$ cat src/rtl/core/drs_pkg.sv
// ----------------------------------------------------------------------------
// Disk request scheduler package
// Shared types, codes and default sizes for the scheduler and its queue cells.
// ----------------------------------------------------------------------------
package drs_pkg;

	localparam int QUEUE_DEPTH_DEF = 16;

	localparam int ID_W   = 16;
	localparam int TIME_W = 32;
	localparam int CYL_W  = 16;
	localparam int ADDR_W = 32;
	localparam int PROC_W = 16;

	localparam logic POLICY_FCFS = 1'b0;
	localparam logic POLICY_SSTF = 1'b1;

	localparam logic FUNC_ARRIVE   = 1'b0;
	localparam logic FUNC_COMPLETE = 1'b1;

	// One request as it sits in the queue or in the served slot.
	typedef struct packed {
		logic [ID_W-1:0]   id;
		logic [TIME_W-1:0] tstamp;
		logic [CYL_W-1:0]  cyl;
		logic [ADDR_W-1:0] addr;
		logic [PROC_W-1:0] proc_id;
	} entry_t;

	// Best candidate so far, handed from cell to cell during a scan.
	typedef struct packed {
		logic             valid;
		logic [CYL_W-1:0] seek_len;
		entry_t           entry;
	} cand_t;

	// Per-cell control from the sequencer.
	typedef struct packed {
		logic load;
		logic shift;
		logic occupied;
		logic scan_en;
	} cell_ctl_t;

	typedef enum logic [1:0] {
		ST_IDLE,
		ST_SCAN,
		ST_PICK,
		ST_RESULT
	} state_t;

endpackage

$ cat src/rtl/core/drs_cell.sv
// ----------------------------------------------------------------------------
// Queue cell
// Holds one pending request, shifts toward the head of the queue on removal
// and compares itself against the candidate handed in by its left neighbor.
// ----------------------------------------------------------------------------
module drs_cell import drs_pkg::*; #(
	parameter int POS_W = 4
) (
	input  logic             clk,
	input  logic             arst_n,
	input  cell_ctl_t        ctl,
	input  logic [POS_W-1:0] cell_pos,
	input  logic             policy,
	input  logic [CYL_W-1:0] head,
	input  entry_t           load_entry,
	input  entry_t           right_entry,
	output entry_t           entry,
	input  cand_t            cand_in,
	input  logic [POS_W-1:0] cand_pos_in,
	output cand_t            cand_out,
	output logic [POS_W-1:0] cand_pos_out
);

	entry_t           entry_q;
	cand_t            cand_q;
	logic [POS_W-1:0] cand_pos_q;
	logic [CYL_W-1:0] seek_len;
	logic             better;
	logic             take;

	always_ff @(posedge clk) begin
		if (ctl.load) begin
			entry_q <= load_entry;
		end else if (ctl.shift) begin
			entry_q <= right_entry;
		end
	end

	assign seek_len = (entry_q.cyl >= head) ? (entry_q.cyl - head) : (head - entry_q.cyl);

	// Strictly better only, so the earlier position keeps ties.
	always_comb begin
		if (policy == POLICY_SSTF) begin
			better = (seek_len < cand_in.seek_len) ||
				((seek_len == cand_in.seek_len) && (entry_q.tstamp < cand_in.entry.tstamp));
		end else begin
			better = entry_q.tstamp < cand_in.entry.tstamp;
		end
		take = ctl.occupied && (!cand_in.valid || better);
	end

	always_ff @(posedge clk or negedge arst_n) begin
		if (!arst_n) begin
			cand_q     <= '0;
			cand_pos_q <= '0;
		end else if (ctl.scan_en) begin
			cand_q.valid <= take || cand_in.valid;
			if (take) begin
				cand_q.seek_len <= seek_len;
				cand_q.entry    <= entry_q;
				cand_pos_q      <= cell_pos;
			end else begin
				cand_q.seek_len <= cand_in.seek_len;
				cand_q.entry    <= cand_in.entry;
				cand_pos_q      <= cand_pos_in;
			end
		end
	end

	assign entry        = entry_q;
	assign cand_out     = cand_q;
	assign cand_pos_out = cand_pos_q;

endmodule

$ cat config.mk
export PLATFORM = sky130hd
export DESIGN_NAME = drs_cell
export DESIGN_NICKNAME = d
export VERILOG_FILES = /design/src/rtl/core/drs_pkg.sv /design/src/rtl/core/drs_cell.sv
export SDC_FILE = /design/constraint.sdc
export NUM_CORES = 1
export LEC_CHECK = 0
export BUFFER_PORTS_ARGS = -buffer_cell sky130_fd_sc_hd__buf_2
export CAP_MARGIN = 10
export CORE_AREA = 2 2 246 248
export CTS_CLUSTER_DIAMETER = 120
export CTS_CLUSTER_SIZE = 20
export DETAILED_ROUTE_END_ITERATION = 7
export DIE_AREA = 0 0 248 250
export PLACE_DENSITY = 0.44
export SLEW_MARGIN = 20
export SYNTH_ARGS = -nofsm -noshare
export SYNTH_HDL_FRONTEND = slang
export SYNTH_SLANG_ARGS = --single-unit
$ cat constraint.sdc
create_clock -name clk -period 6.5 [get_ports clk]
set_clock_uncertainty 0.2 [all_clocks]
set_input_delay 0.65 -clock clk [delete_from_list [all_inputs] [get_ports clk]]
set_output_delay 0.65 -clock clk [all_outputs]
set_load 0.02 [all_outputs]
==> impl_results.md <==
- Die Y: 250 um
- Final Hold Slack: 0.170 ns
- FFs w/ async S/R, synth: 0.543
- Num CTS Buffers: 16
- Syn Nets: 1749
- Core Box Area: 59600 um2
- Utilization after layout: 0.306
- Cells after Synth: 1285
- Setup total negative slack: 0 ns
- CTS clk-pin slew, worst paths: 0.09 ns
- Worst path arrival time: 6.19 ns
- Post-layout power: 5.00 mW
- Area of the mapped netlist: 13600 um2
- Critical Path End Type: register
- Number of fill cells: 6324
- Synth area leader: edfxtp_1
- GRT Total Usage: 0.173
- Root buf cell: clkbuf_16
- Number of synthesized flops with an enable pin: 112
- Hold Path Depth: 3
- Top-area cell type share of the netlist area: 0.247
- Power per cell area: 274 nW/um2
- Gr ovfl total: 0
- CTS HTree Levels: 1
- Final antenna-violating net count: 0
- Required @ worst endpoint: 6.66 ns
- VDD IR max: 0.000119 V
- CTS sink cnt: 245
- Leak: 8.65 nW
- Vias in the first global route: 12400
- I/O Pins: 629
- Routed via count: 12000
- CP startpoint kind: register
- Post-synth top flop: dfrtp_1
- Dominant cells by area after synthesis: edfxtp_1 25%, dfrtp_1 24%, mux2_2 9.4%, ha_1 7.2%, a21oi_1 6.4%
- Worst-Skew Late Latency: 0.53 ns
- CTS tree: built
- Slew Limit Headroom: 0.323
- Status: complete, no violations
- Hold Path Origin: cand_in[49]
- Rows: 90
- Final Setup Violations: 0
- Clock Power Share: 0.219
- Die width: 248 um
- Post-synthesis cell type count: 56
- DIE AREA: 62000 um2
- Initial antenna violation count: 24
- Slew Limit Fails: 0
- Crit path kind: register to register
- Max clock buf depth: 3
- Final WL: 55.4 mm
- Sequential cell area: 6690 um2
- Yosys warns: 0
- Switch share: 0.381
- Drt initial violations: 625
- Worst R2R Setup Slack: 0.48 ns
- Max Clock Freq: 0.166 GHz
- Wire per inst: 20.6 um
- Synth top cells by count: 174 x a21oi_1, 143 x nor2_1, 133 x dfrtp_1
- Yosys reg bits: 245
- End point of the critical path: cand_out[105]
- P&R area growth vs syn: 34.1%
- Fin crit period: 6.02 ns
- Internal: 3.09 mW
- Final HPWL DP: 43.4 mm
- Max cap viols: 0
- Final Hold Fails: 0
- Synthesized area per cell: 10.6 um2
- Largest fanout on the critical path: 21
- First-pass GRT wire length: 80.6 mm
- Final #Nets: 2352
- First-pass detailed-route iteration total: 5
- Final RePlAce weighted congestion: 0.903
- RSZ-0062 raised after global routing: false
- DRC viols: 0
- Worst min path class: input pin to register
- Sequential Power Share: 0.411
- Switching pwr: 1.90 mW
- Starting Density: 0.228
- Layout cells sized above 1: 0.423
- Vias per inst: 4.47
- Cell count of the worst reg-to-reg path: 21
- Most numerous cell in the Yosys netlist: a21oi_1
- Period utilization: 0.927
- Sequential-to-total area share from yosys stat: 0.492
- Combinational share of power: 0.370
- Crit path from: entry[48]
- Port buffer count: 628
- Critical register-to-register path startpoint: entry[48]
- R2r endpoint: cand_out[105]
- Multi-input logic area: 6290 um2
- Worst Slack Setup Final: 0.476 ns
- Dpl ws: 0.0335 ns
- Largest net degree at the start of global routing: 97
- Worst-Margin Slew: 1.02 ns
==> logic make-up (layout without fill, tap and decap cells) <==
group           Yosys count  in the layout  synth area share
flops                   245            245             0.492
xor+xnor                 13             13           0.00838
mux                     196            196             0.155
other cells               0              5                 0
buf+inv                 162            774            0.0466
compound gates          294            294             0.128
simple gates            295            295            0.0949
fa+ha+maj                80             80            0.0748
==> sequential cells by signal, summed over array words and instances (netlist names) <==
register and cells:
entry 112, cand_pos_out 4, cand_out 129
==> cells in the final DEF, fill, tap and decap left out, types with 5 or more instances in the layout <==
| cell type | n |
|---|---|
| nor2_1 | 142 |
| o21ai_0 | 33 |
| and3_1 | 5 |
| a31oi_1 | 19 |
| edfxtp_1 | 112 |
| nor2b_1 | 10 |
| inv_1 | 85 |
| mux2i_1 | 82 |
| buf_4 | 29 |
| diode_2 | 5 |
| o211ai_1 | 7 |
| xnor2_1 | 9 |
| ha_1 | 78 |
| nand4_1 | 12 |
| nor3_1 | 42 |
| nand2_1 | 56 |
| nand3_1 | 11 |
| a211o_1 | 5 |
| mux2_2 | 114 |
| a21o_1 | 16 |
| clkbuf_1 | 6 |
| a21oi_1 | 174 |
| buf_2 | 625 |
| dfrtp_1 | 133 |
| clkbuf_16 | 17 |
| a221oi_1 | 5 |
==> repair_timing <==
action | CTS | global route
gates resized for setup | 0 | 2
hold buffers | 1 | 0
setup endpoints to repair | 0 | 77
hold endpoints to repair | 52 | 0
buffers inserted | 0 | 1
==> final cells by class <==
type	count	share of cell area
clock buffers	24	0.0253
repair buffers	661	0.189
diodes	5	0.000687
flip-flops and latches	245	0.367
inverters	86	0.0177
well taps	782	0.0537
clock inverters	3	0.00110
multi-input cells	878	0.345
==> how the worst min path moves through the flow <==
stage	slack (ns)	to
detailed placement	0.27	cand_out[115]
global placement	0.28	cand_out[117]
finish	0.17	cand_out[49]
CTS	0.13	cand_out[54]
global route	0.16	cand_out[50]
floorplan	0.15	cand_out[0]
==> per-layer routing <==
layer	wire length (um)	GRT usage	vias to the layer above
met3	3850	0.0439	76
met2	27400	0.303	385
met4	1180	0.0383	16
li1	-	-	5805
met5	100	0	-
met1	22800	0.211	5724
==> worst max-delay path, cell delays in order (launching register included) <==
cell	delay (ns)
edfxtp_1	0.51
inv_1	0.09
ha_1	0.18
inv_1	0.06
fa_1	0.39
a21o_1	0.22
o21ai_0	0.20
a211o_1	0.19
o211ai_1	0.16
buf_12	0.22
mux2i_1	0.14
a21oi_1	0.35
xnor2_1	0.12
ha_1	0.32
nand4_1	0.16
a2111o_1	0.38
o211ai_1	0.20
o221ai_4	0.20
nor2_4	0.76
buf_4	0.45
mux2i_1	0.24
a21oi_1	0.09
==> stage by stage <==
step | cell area [um2] | cells
final | 18200 | 2684
after global routing | 18200 | 2682
after CTS | 18200 | 2678
after detailed placement | 17700 | 2650
after global placement | 17700 | 2650
after floorplan | 13600 | 1285
==> power groups by stage <==
stage | sequential (mW) | combinational, mW | clock [mW]
final | 2.05 | 1.85 | 1.09
after global placement | 2.09 | 1.86 | 0
after detailed placement | 2.08 | 1.87 | 0
after CTS | 2.06 | 1.88 | 1.14
after floorplan | 2.36 | 0.797 | 0
after global routing | 2.09 | 2.02 | 1.19
Note: power is estimated with default switching activity, not from simulation.
